==> src/hdl/assert_macros.svh <==
// Assertion macros shared by the trace number extractor RTL.
// Simulation builds get concurrent assertions; synthesis builds get nothing.
`ifndef ASSERT_MACROS_SVH
`define ASSERT_MACROS_SVH
`ifndef SYNTHESIS
// Property holds at every clock edge outside reset.
`define TNE_ASSERT(lbl, clk, rst_n, prop) \
	lbl: assert property (@(posedge clk) disable iff (!rst_n) prop) \
		else $error("assertion failed");
// Expression never true at a clock edge outside reset.
`define TNE_NEVER(lbl, clk, rst_n, expr) \
	lbl: assert property (@(posedge clk) disable iff (!rst_n) !(expr)) \
		else $error("forbidden condition seen");
`else
`define TNE_ASSERT(lbl, clk, rst_n, prop)
`define TNE_NEVER(lbl, clk, rst_n, expr)
`endif
`endif

==> src/hdl/tne_pkg.sv <==
// Shared types, phase codes and helper functions of the trace number extractor.
// No dependencies; used by the parser, result register and top level.
`timescale 1ns / 1ps

package tne_pkg;

	localparam int MaxMessageBytes = 4096;

	localparam logic [2:0] PH_HEADER = 3'd0;
	localparam logic [2:0] PH_BITMAP = 3'd1;
	localparam logic [2:0] PH_SKIP   = 3'd2;
	localparam logic [2:0] PH_LEN_HI = 3'd3;
	localparam logic [2:0] PH_LEN_LO = 3'd4;
	localparam logic [2:0] PH_TRACE  = 3'd5;
	localparam logic [2:0] PH_DONE   = 3'd6;

	localparam logic [3:0] LLVAR_FIELD     = 4'd2;
	localparam logic [3:0] LAST_SKIP_FIELD = 4'd10;
	localparam logic [3:0] NO_FIELD        = 4'd11;
	localparam logic [2:0] TRACE_DIGITS    = 3'd6;

	typedef struct packed {
		logic        valid;
		logic [19:0] trace_number;
		logic        status;
	} result_t;

	function automatic logic is_digit(input logic [7:0] b);
		return b inside {[8'h30:8'h39]};
	endfunction

	// Fixed length of fields 1..10; the LLVAR field has no fixed length.
	function automatic logic [6:0] fixed_len(input logic [3:0] field);
		logic [6:0] len;
		case (field)
			4'd1:    len = 7'd8;
			4'd3:    len = 7'd6;
			4'd4:    len = 7'd12;
			4'd5:    len = 7'd12;
			4'd6:    len = 7'd12;
			4'd7:    len = 7'd10;
			4'd8:    len = 7'd8;
			4'd9:    len = 7'd8;
			4'd10:   len = 7'd8;
			default: len = 7'd0;
		endcase
		return len;
	endfunction

	// First field at or after start whose bitmap bit is set; NO_FIELD if none.
	function automatic logic [3:0] next_present(input logic [15:0] bm, input logic [3:0] start);
		logic [3:0] found;
		logic       hit;
		found = NO_FIELD;
		hit   = 1'b0;
		for (int k = 1; k <= 10; k++) begin
			if (!hit && (4'(k) >= start) && bm[16 - k]) begin
				found = 4'(k);
				hit   = 1'b1;
			end
		end
		return found;
	endfunction

endpackage

==> src/hdl/tne_parser.sv <==
// Input register and per-byte message parser of the trace number extractor.
// Depends on tne_pkg and assert_macros.svh.
`timescale 1ns / 1ps
`include "assert_macros.svh"

module tne_parser #(
	parameter int MAX_MESSAGE_BYTES = tne_pkg::MaxMessageBytes
) (
	input  logic             clk,
	input  logic             arst_n,
	input  logic             in_valid,
	output logic             in_stall,
	input  logic [7:0]       msg_byte,
	input  logic             end_of_message,
	input  logic             res_ready,
	output tne_pkg::result_t res
);

	localparam int OFS_W = $clog2(MAX_MESSAGE_BYTES + 1);
	localparam logic [OFS_W-1:0] OFS_MAX = OFS_W'(MAX_MESSAGE_BYTES);

	logic       valid_s1;
	logic [7:0] byte_s1;
	logic       eom_s1;
	logic       fire;

	logic [2:0]       phase_q,   n_phase;
	logic [OFS_W-1:0] ofs_q,     n_ofs;
	logic [15:0]      bitmap_q,  n_bitmap;
	logic [3:0]       field_q,   n_field;
	logic [6:0]       skip_q,    n_skip;
	logic [6:0]       lpv_q,     n_lpv;
	logic [19:0]      acc_q,     n_acc;
	logic [2:0]       digits_q,  n_digits;
	logic             ended_q,   n_ended;

	logic       do_enter;
	logic [3:0] enter_start;
	logic [3:0] nf;
	logic [3:0] dval;

	assign fire     = valid_s1 && (!eom_s1 || res_ready);
	assign in_stall = valid_s1 && !fire;
	assign dval     = byte_s1[3:0];

	always_ff @(posedge clk or negedge arst_n) begin
		if (!arst_n) begin
			valid_s1 <= 1'b0;
		end else if (!in_stall) begin
			valid_s1 <= in_valid;
		end
	end

	always_ff @(posedge clk) begin
		if (in_valid && !in_stall) begin
			byte_s1 <= msg_byte;
			eom_s1  <= end_of_message;
		end
	end

	always_comb begin
		n_phase     = phase_q;
		n_ofs       = ofs_q;
		n_bitmap    = bitmap_q;
		n_field     = field_q;
		n_skip      = skip_q;
		n_lpv       = lpv_q;
		n_acc       = acc_q;
		n_digits    = digits_q;
		n_ended     = ended_q;
		do_enter    = 1'b0;
		enter_start = field_q;
		nf          = tne_pkg::NO_FIELD;

		if (fire && (ofs_q < OFS_MAX)) begin
			n_ofs = ofs_q + OFS_W'(1);
			case (phase_q)
				tne_pkg::PH_HEADER: begin
					if (ofs_q == OFS_W'(3))
						n_phase = tne_pkg::PH_BITMAP;
				end
				tne_pkg::PH_BITMAP: begin
					if (ofs_q == OFS_W'(4))
						n_bitmap = {byte_s1, 8'h00};
					else if (ofs_q == OFS_W'(5))
						n_bitmap = {bitmap_q[15:8], byte_s1};
					if (ofs_q == OFS_W'(11)) begin
						do_enter    = 1'b1;
						enter_start = 4'd1;
					end
				end
				tne_pkg::PH_SKIP: begin
					if (skip_q != 7'd0)
						n_skip = skip_q - 7'd1;
					if (n_skip == 7'd0) begin
						do_enter    = 1'b1;
						enter_start = field_q + 4'd1;
					end
				end
				tne_pkg::PH_LEN_HI: begin
					if (tne_pkg::is_digit(byte_s1)) begin
						n_lpv   = {3'd0, dval};
						n_ended = 1'b0;
					end else begin
						n_lpv   = 7'd0;
						n_ended = 1'b1;
					end
					n_phase = tne_pkg::PH_LEN_LO;
				end
				tne_pkg::PH_LEN_LO: begin
					if (!ended_q && tne_pkg::is_digit(byte_s1))
						n_lpv = 7'(lpv_q * 7'd10) + {3'd0, dval};
					n_ended = 1'b0;
					n_skip  = n_lpv;
					if (n_lpv == 7'd0) begin
						do_enter    = 1'b1;
						enter_start = field_q + 4'd1;
					end else begin
						n_phase = tne_pkg::PH_SKIP;
					end
				end
				tne_pkg::PH_TRACE: begin
					if (!ended_q && tne_pkg::is_digit(byte_s1))
						n_acc = 20'(acc_q * 20'd10) + {16'd0, dval};
					else
						n_ended = 1'b1;
					n_digits = digits_q + 3'd1;
					if (n_digits >= tne_pkg::TRACE_DIGITS)
						n_phase = tne_pkg::PH_DONE;
				end
				default: begin
				end
			endcase

			if (do_enter) begin
				nf      = tne_pkg::next_present(n_bitmap, enter_start);
				n_field = nf;
				if (nf == tne_pkg::NO_FIELD) begin
					n_phase  = tne_pkg::PH_TRACE;
					n_digits = 3'd0;
					n_ended  = 1'b0;
					n_acc    = 20'd0;
				end else if (nf == tne_pkg::LLVAR_FIELD) begin
					n_phase = tne_pkg::PH_LEN_HI;
				end else begin
					n_phase = tne_pkg::PH_SKIP;
					n_skip  = tne_pkg::fixed_len(nf);
				end
			end
		end

		res.valid        = fire && eom_s1;
		res.trace_number = n_acc;
		res.status       = (n_phase != tne_pkg::PH_DONE);

		// close the message: drop all state back to its start values
		if (fire && eom_s1) begin
			n_phase  = tne_pkg::PH_HEADER;
			n_ofs    = '0;
			n_bitmap = 16'd0;
			n_field  = 4'd1;
			n_skip   = 7'd0;
			n_lpv    = 7'd0;
			n_acc    = 20'd0;
			n_digits = 3'd0;
			n_ended  = 1'b0;
		end
	end

	always_ff @(posedge clk or negedge arst_n) begin
		if (!arst_n) begin
			phase_q  <= tne_pkg::PH_HEADER;
			ofs_q    <= '0;
			bitmap_q <= 16'd0;
			field_q  <= 4'd1;
			skip_q   <= 7'd0;
			lpv_q    <= 7'd0;
			acc_q    <= 20'd0;
			digits_q <= 3'd0;
			ended_q  <= 1'b0;
		end else begin
			phase_q  <= n_phase;
			ofs_q    <= n_ofs;
			bitmap_q <= n_bitmap;
			field_q  <= n_field;
			skip_q   <= n_skip;
			lpv_q    <= n_lpv;
			acc_q    <= n_acc;
			digits_q <= n_digits;
			ended_q  <= n_ended;
		end
	end

	`TNE_ASSERT(a_trace_past_fields, clk, arst_n, (phase_q == tne_pkg::PH_TRACE || phase_q == tne_pkg::PH_DONE) |-> field_q == tne_pkg::NO_FIELD)
	`TNE_ASSERT(a_done_six_digits, clk, arst_n, phase_q == tne_pkg::PH_DONE |-> digits_q == tne_pkg::TRACE_DIGITS)
	`TNE_ASSERT(a_stall_only_on_eom, clk, arst_n, in_stall |-> (valid_s1 && eom_s1 && !res_ready))

endmodule

==> src/hdl/tne_result_reg.sv <==
// Output register of the trace number extractor: holds one result word.
// Depends on tne_pkg and assert_macros.svh.
`timescale 1ns / 1ps
`include "assert_macros.svh"

module tne_result_reg (
	input  logic             clk,
	input  logic             arst_n,
	input  tne_pkg::result_t res,
	output logic             res_ready,
	output logic             out_valid,
	input  logic             out_stall,
	output logic [19:0]      trace_number,
	output logic             status
);

	logic        out_valid_q;
	logic [19:0] trace_q;
	logic        status_q;

	assign res_ready    = !out_valid_q || !out_stall;
	assign out_valid    = out_valid_q;
	assign trace_number = trace_q;
	assign status       = status_q;

	always_ff @(posedge clk or negedge arst_n) begin
		if (!arst_n) begin
			out_valid_q <= 1'b0;
		end else if (res_ready) begin
			out_valid_q <= res.valid;
		end
	end

	// load payload only on a new word; hold it while stalled
	always_ff @(posedge clk) begin
		if (res_ready && res.valid) begin
			trace_q  <= res.trace_number;
			status_q <= res.status;
		end
	end

	`TNE_NEVER(a_no_lost_result, clk, arst_n, res.valid && !res_ready)

endmodule

==> src/hdl/iso8583_trace_number_extractor.sv <==
// Result path: the last byte of a message passes from the input stage through the parser
// into the output register, and out_valid rises when that register is loaded.
// Throughput: one message byte per cycle; only an end-of-message byte waits in
// the input stage, while the previous result is still held in the output register.
// Per-byte parsing is combinational between the input stage and the result register.
// Reset (arst_n low) clears all parser state and both valid flags at once.
`timescale 1ns / 1ps

module iso8583_trace_number_extractor #(
	parameter int MAX_MESSAGE_BYTES = tne_pkg::MaxMessageBytes
) (
	input  logic        clk,
	input  logic        arst_n,
	input  logic        in_valid,
	output logic        in_stall,
	input  logic [7:0]  msg_byte,
	input  logic        end_of_message,
	output logic        out_valid,
	input  logic        out_stall,
	output logic [19:0] trace_number,
	output logic        status
);

	tne_pkg::result_t res;
	logic             res_ready;

	tne_parser #(
		.MAX_MESSAGE_BYTES(MAX_MESSAGE_BYTES)
	) u_parser (
		.clk            (clk),
		.arst_n         (arst_n),
		.in_valid       (in_valid),
		.in_stall       (in_stall),
		.msg_byte       (msg_byte),
		.end_of_message (end_of_message),
		.res_ready      (res_ready),
		.res            (res)
	);

	tne_result_reg u_result (
		.clk          (clk),
		.arst_n       (arst_n),
		.res          (res),
		.res_ready    (res_ready),
		.out_valid    (out_valid),
		.out_stall    (out_stall),
		.trace_number (trace_number),
		.status       (status)
	);

endmodule

==> config.mk <==
export PLATFORM = sky130hd
export DESIGN_NAME = iso8583_trace_number_extractor
export DESIGN_NICKNAME = d
export VERILOG_FILES = /design/src/hdl/tne_pkg.sv /design/src/hdl/tne_parser.sv /design/src/hdl/tne_result_reg.sv /design/src/hdl/iso8583_trace_number_extractor.sv
export VERILOG_INCLUDE_DIRS = /design/src /design/src/hdl
export SDC_FILE = /design/constraint.sdc
export NUM_CORES = 1
export LEC_CHECK = 0
export ABC_AREA = 1
export ABC_CLOCK_PERIOD_IN_PS = 3700
export BUFFER_PORTS_ARGS = -buffer_cell sky130_fd_sc_hd__buf_2
export CAP_MARGIN = 20
export CORE_ASPECT_RATIO = 0.75
export CORE_MARGIN = 3
export CORE_UTILIZATION = 55
export CTS_BUF_LIST = sky130_fd_sc_hd__clkbuf_16
export CTS_CLUSTER_DIAMETER = 100
export DETAILED_ROUTE_END_ITERATION = 10
export PLACE_DENSITY = 0.73
export SETUP_SLACK_MARGIN = 0.15
export SYNTH_ARGS = -nofsm -noshare
export SYNTH_HDL_FRONTEND = slang
export SYNTH_SLANG_ARGS = --single-unit
export TNS_END_PERCENT = 50
==> constraint.sdc <==
create_clock -name clk -period 3.7 [get_ports clk]
set_clock_uncertainty 0.1 [all_clocks]
set_input_delay 0.925 -clock clk [delete_from_list [all_inputs] [get_ports clk]]
set_output_delay 0.925 -clock clk [all_outputs]
set_load 0.02 [all_outputs]
==> results_dict.tcl <==
set metrics [dict create \
    setup.worst_path.start_class "flop" \
    coreArea_mm2 0.0132 \
    setup_viol_count_final 57 \
    status "finished, violations left" \
    diodes 0 \
    slew-limit-headroom_pct 35.1 \
    fin_crit_sh_pct 115 \
    grt_usage_pct 26.2 \
    fin_crit_ps 4240 \
    placed_area_mm2 0.00841 \
    power_density_mw_per_mm2 521 \
    p_sw_share_pct 43.5 \
    required_ps 3720 \
    yosys.area.top_type "dfrtp_1" \
    hp-class "reg -> reg" \
    postSynth.asyncResetShare_pct 70.0 \
    leakage_nw 4.59 \
    cts_hold_buf 0 \
    synth_edf_count 30 \
    finalWorstSetupSlack_ps -539 \
    synth_top_area_share_pct 22.9 \
    avgSynthCellArea_um2 7.72 \
    fmax_ghz 0.236 \
    drc 0 \
    tns_ps -22710 \
    area_growth_pct 21.5 \
    antenna_found_initial 0 \
    synthTopCellsByArea "dfrtp_1, nand2_1, edfxtp_1" \
    dp_hpwl_mm 13.8 \
    cp_max_fo 6 \
    grt_pass1_wl_mm 31.9 \
    pwr-share-seq_pct 28.7 \
    synth_cells 975 \
    clkPwrFrac_pct 21.1 \
    io_pins 36 \
    max-cap-violations 0 \
    slowest_delay_ps 500 \
    utilization_pct 69.3 \
    routed_wl_mm 19.3 \
    synth_fp_nets 1040 \
    numCtsBuffers 9 \
    grt_overflow 0 \
    switching_power_mw 2.07 \
    clkLatencyLatePin_ps 360 \
    grt_pass1_vias 6447 \
    fillers 1090 \
    cts_root_buffer "clkbuf_16" \
    viasPerCell 5.45 \
    worst_slew_pin_slew_ps 974 \
    ys.flop_type "dfrtp_1" \
    synth-seq-cells 100 \
    synth_area_mm2 0.00753 \
    cp_top_family "simple AND/OR/NAND/NOR gates" \
    rsz0062_at_grt "true" \
    clockBufferDepth 2 \
    vias 6862 \
    port_buffers 35 \
    p_total_mw 4.76 \
    path_clk_slew_ps 80 \
    clock-sinks 100 \
    initial_utilization_pct 57.0 \
    ys_seq_area_share_pct 35.3 \
    cp-end-kind "flop" \
    layout.nets 1147 \
    path_buf_inv 5 \
    ant_nets 0 \
    cts_tree "yes" \
    slowest_stage "fa_1" \
    htreeDepth 3 \
    p_int_mw 2.69 \
    drt_iter0_drc 511 \
    grt_max_degree 71 \
    drt_pass1_iterations 5 \
    vdd_drop_max_mv 0.497 \
    rows 36 \
    whs_ps 444 \
    synth_cell_types 57 \
    drive_above_1_share_pct 25.1 \
    slew_violations 0 \
    ys_warn_count 0 \
    violations "setup timing" \
    worst_ep_arrival_time_ps 4250 \
    design_area_mm2 0.00915 \
    die-width_um 141 \
    p_comb_share_pct 50.2 \
    critPathKind "reg -> reg" \
    wire_per_inst_um 15.3 \
    die_area_mm2 0.0151 \
    hold_violations 0 \
    routabilityCongestion 0.927 \
    die_h_um 107 \
]
==> path summary, 6_finish.rpt <==
path	from	cells past startpoint	endpoint	slack (ps)
min in group asynchronous	arst_n	1	u_parser.acc_q[14]	610
hold reg to reg	u_result.out_valid	2	u_result.out_valid	440
max in group asynchronous	arst_n	1	u_parser.acc_q[2]	2250
setup / recovery	u_parser.lpv_q[3]	27	u_result.trace_number[3]	-540
setup reg to reg	u_parser.lpv_q[3]	27	u_result.trace_number[3]	-540
hold / removal	u_result.out_valid	2	u_result.out_valid	440
==> cells by family (layout without fill, tap and decap cells) <==
group / Yosys count / count (layout) / share of synthesized area, %
and+or+nand+nor: 480 / 480 / 31.4
AOI/OAI and AO/OA: 164 / 164 / 12.9
buffers and inverters: 149 / 261 / 7.90
DFF: 100 / 100 / 35.3
adders and majority gates: 52 / 52 / 9.04
xor gates and xnor gates: 28 / 28 / 3.26
muxes: 2 / 2 / 0.266
==> sequential cells by signal, summed over array words and instances (netlist names) <==
| signal | flops |
|---|---|
| u_parser.ofs_q | 13 |
| u_parser.eom_s1 | 1 |
| u_parser.ended_q | 1 |
| u_parser.digits_q | 3 |
| u_result.trace_number | 20 |
| u_parser.lpv_q | 7 |
| u_parser.field_q | 4 |
| u_parser.acc_q | 20 |
| u_parser.valid_s1 | 1 |
| u_parser.bitmap_q | 10 |
| u_result.status | 1 |
| u_parser.skip_q | 7 |
| u_parser.phase_q | 3 |
| u_parser.byte_s1 | 8 |
| u_result.out_valid | 1 |
==> worst min-delay path: cells and delay by family (launching register included) <==
family,cells,cell delay (ps)
DFF,1,350
and+or+nand+nor,2,160
==> cell usage in the layout (no fill, tap or decap), types with 3 or more instances in the layout <==
master | netlist | layout
nor2_1 | 82 | 76
nand2_1 | 242 | 222
nand3b_1 | 9 | 9
a21oi_1 | 56 | 48
ha_1 | 48 | 44
o211ai_1 | 4 | 4
nand2_2 | 9 | 23
o21ai_2 | 1 | 4
clkbuf_16 | 0 | 9
dfrtp_1 | 69 | 69
nand3b_4 | 10 | 10
nor2_2 | 15 | 11
a211oi_1 | 3 | 3
nand2_4 | 2 | 8
xnor2_1 | 6 | 6
nand4_4 | 1 | 4
nor3_1 | 15 | 15
buf_2 | 3 | 34
nand3_2 | 5 | 11
xor2_1 | 22 | 22
o22ai_1 | 18 | 17
o21ai_1 | 7 | 10
nor2_4 | 5 | 15
or2_2 | 4 | 4
fa_1 | 4 | 4
nand3_1 | 56 | 47
clkinvlp_4 | 0 | 3
buf_12 | 1 | 3
edfxtp_1 | 30 | 30
a21oi_2 | 11 | 18
nand3_4 | 1 | 4
a22oi_1 | 4 | 4
inv_2 | 11 | 14
ha_4 | 0 | 3
buf_4 | 0 | 75
inv_1 | 115 | 110
o21ai_0 | 45 | 39
buf_6 | 2 | 4
nand4_1 | 14 | 14
==> final cells by class <==
cell class | instances | area, um^2 | share of cell area (%)
inverters | 128 | 487 | 5.32
repair buffers | 117 | 866 | 9.47
well taps | 171 | 214 | 2.34
flip-flops and latches | 100 | 2650 | 29.0
clock inverters | 7 | 83.8 | 0.917
multi-input cells | 726 | 4620 | 50.5
clock buffers | 9 | 225 | 2.46
==> cells in the mapped netlist, types with 6 or more instances <==
master,number
nand3b_4,10
clkbuf_1,13
o21ai_1,7
xnor2_1,6
nor2_1,82
o21ai_0,45
ha_1,48
a21oi_2,11
o22ai_1,18
edfxtp_1,30
dfrtp_1,69
nor3_1,15
nand2_2,9
nand2_1,242
nand4_1,14
nand3_1,56
inv_1,115
inv_2,11
a21oi_1,56
xor2_1,22
nand3b_1,9
nor2_2,15
==> timing repair <==
action	4_1_cts	5_1_grt
buffers inserted	5	5
endpoints found under the setup margin	59	59
resized for setup	21	61
pin swaps	23	34
hold endpoints to repair	0	0
gates cloned	1	0
==> metrics by stage <==
| stage | cells | worst slack (ps) |
|---|---|---|
| finish | 1258 | -539 |
| global route | 1258 | -770 |
| CTS | 1253 | -487 |
| detailed placement | 1231 | -432 |
| global placement | 1231 | -369 |
| floorplan | 975 | -85.4 |
==> per-layer routing <==
layer | global-route usage (%) | share of wire [%]
met5 | 0 | 0
met4 | 6.36 | 1.2
met3 | 4.80 | 5.7
met2 | 37.3 | 43
met1 | 41.0 | 50
==> power groups by stage <==
stage          clock network [mW]  logic (mW)  registers [mW]
2_1_floorplan                   0        1.47            1.37
3_3_place_gp                    0        1.99            1.38
3_5_place_dp                    0        2.01            1.38
4_1_cts                      1.02        2.16            1.36
5_1_grt                      1.06        2.62            1.38
6_report                     1.00        2.39            1.37
No activity file was read; power rests on OpenSTA's default activity.
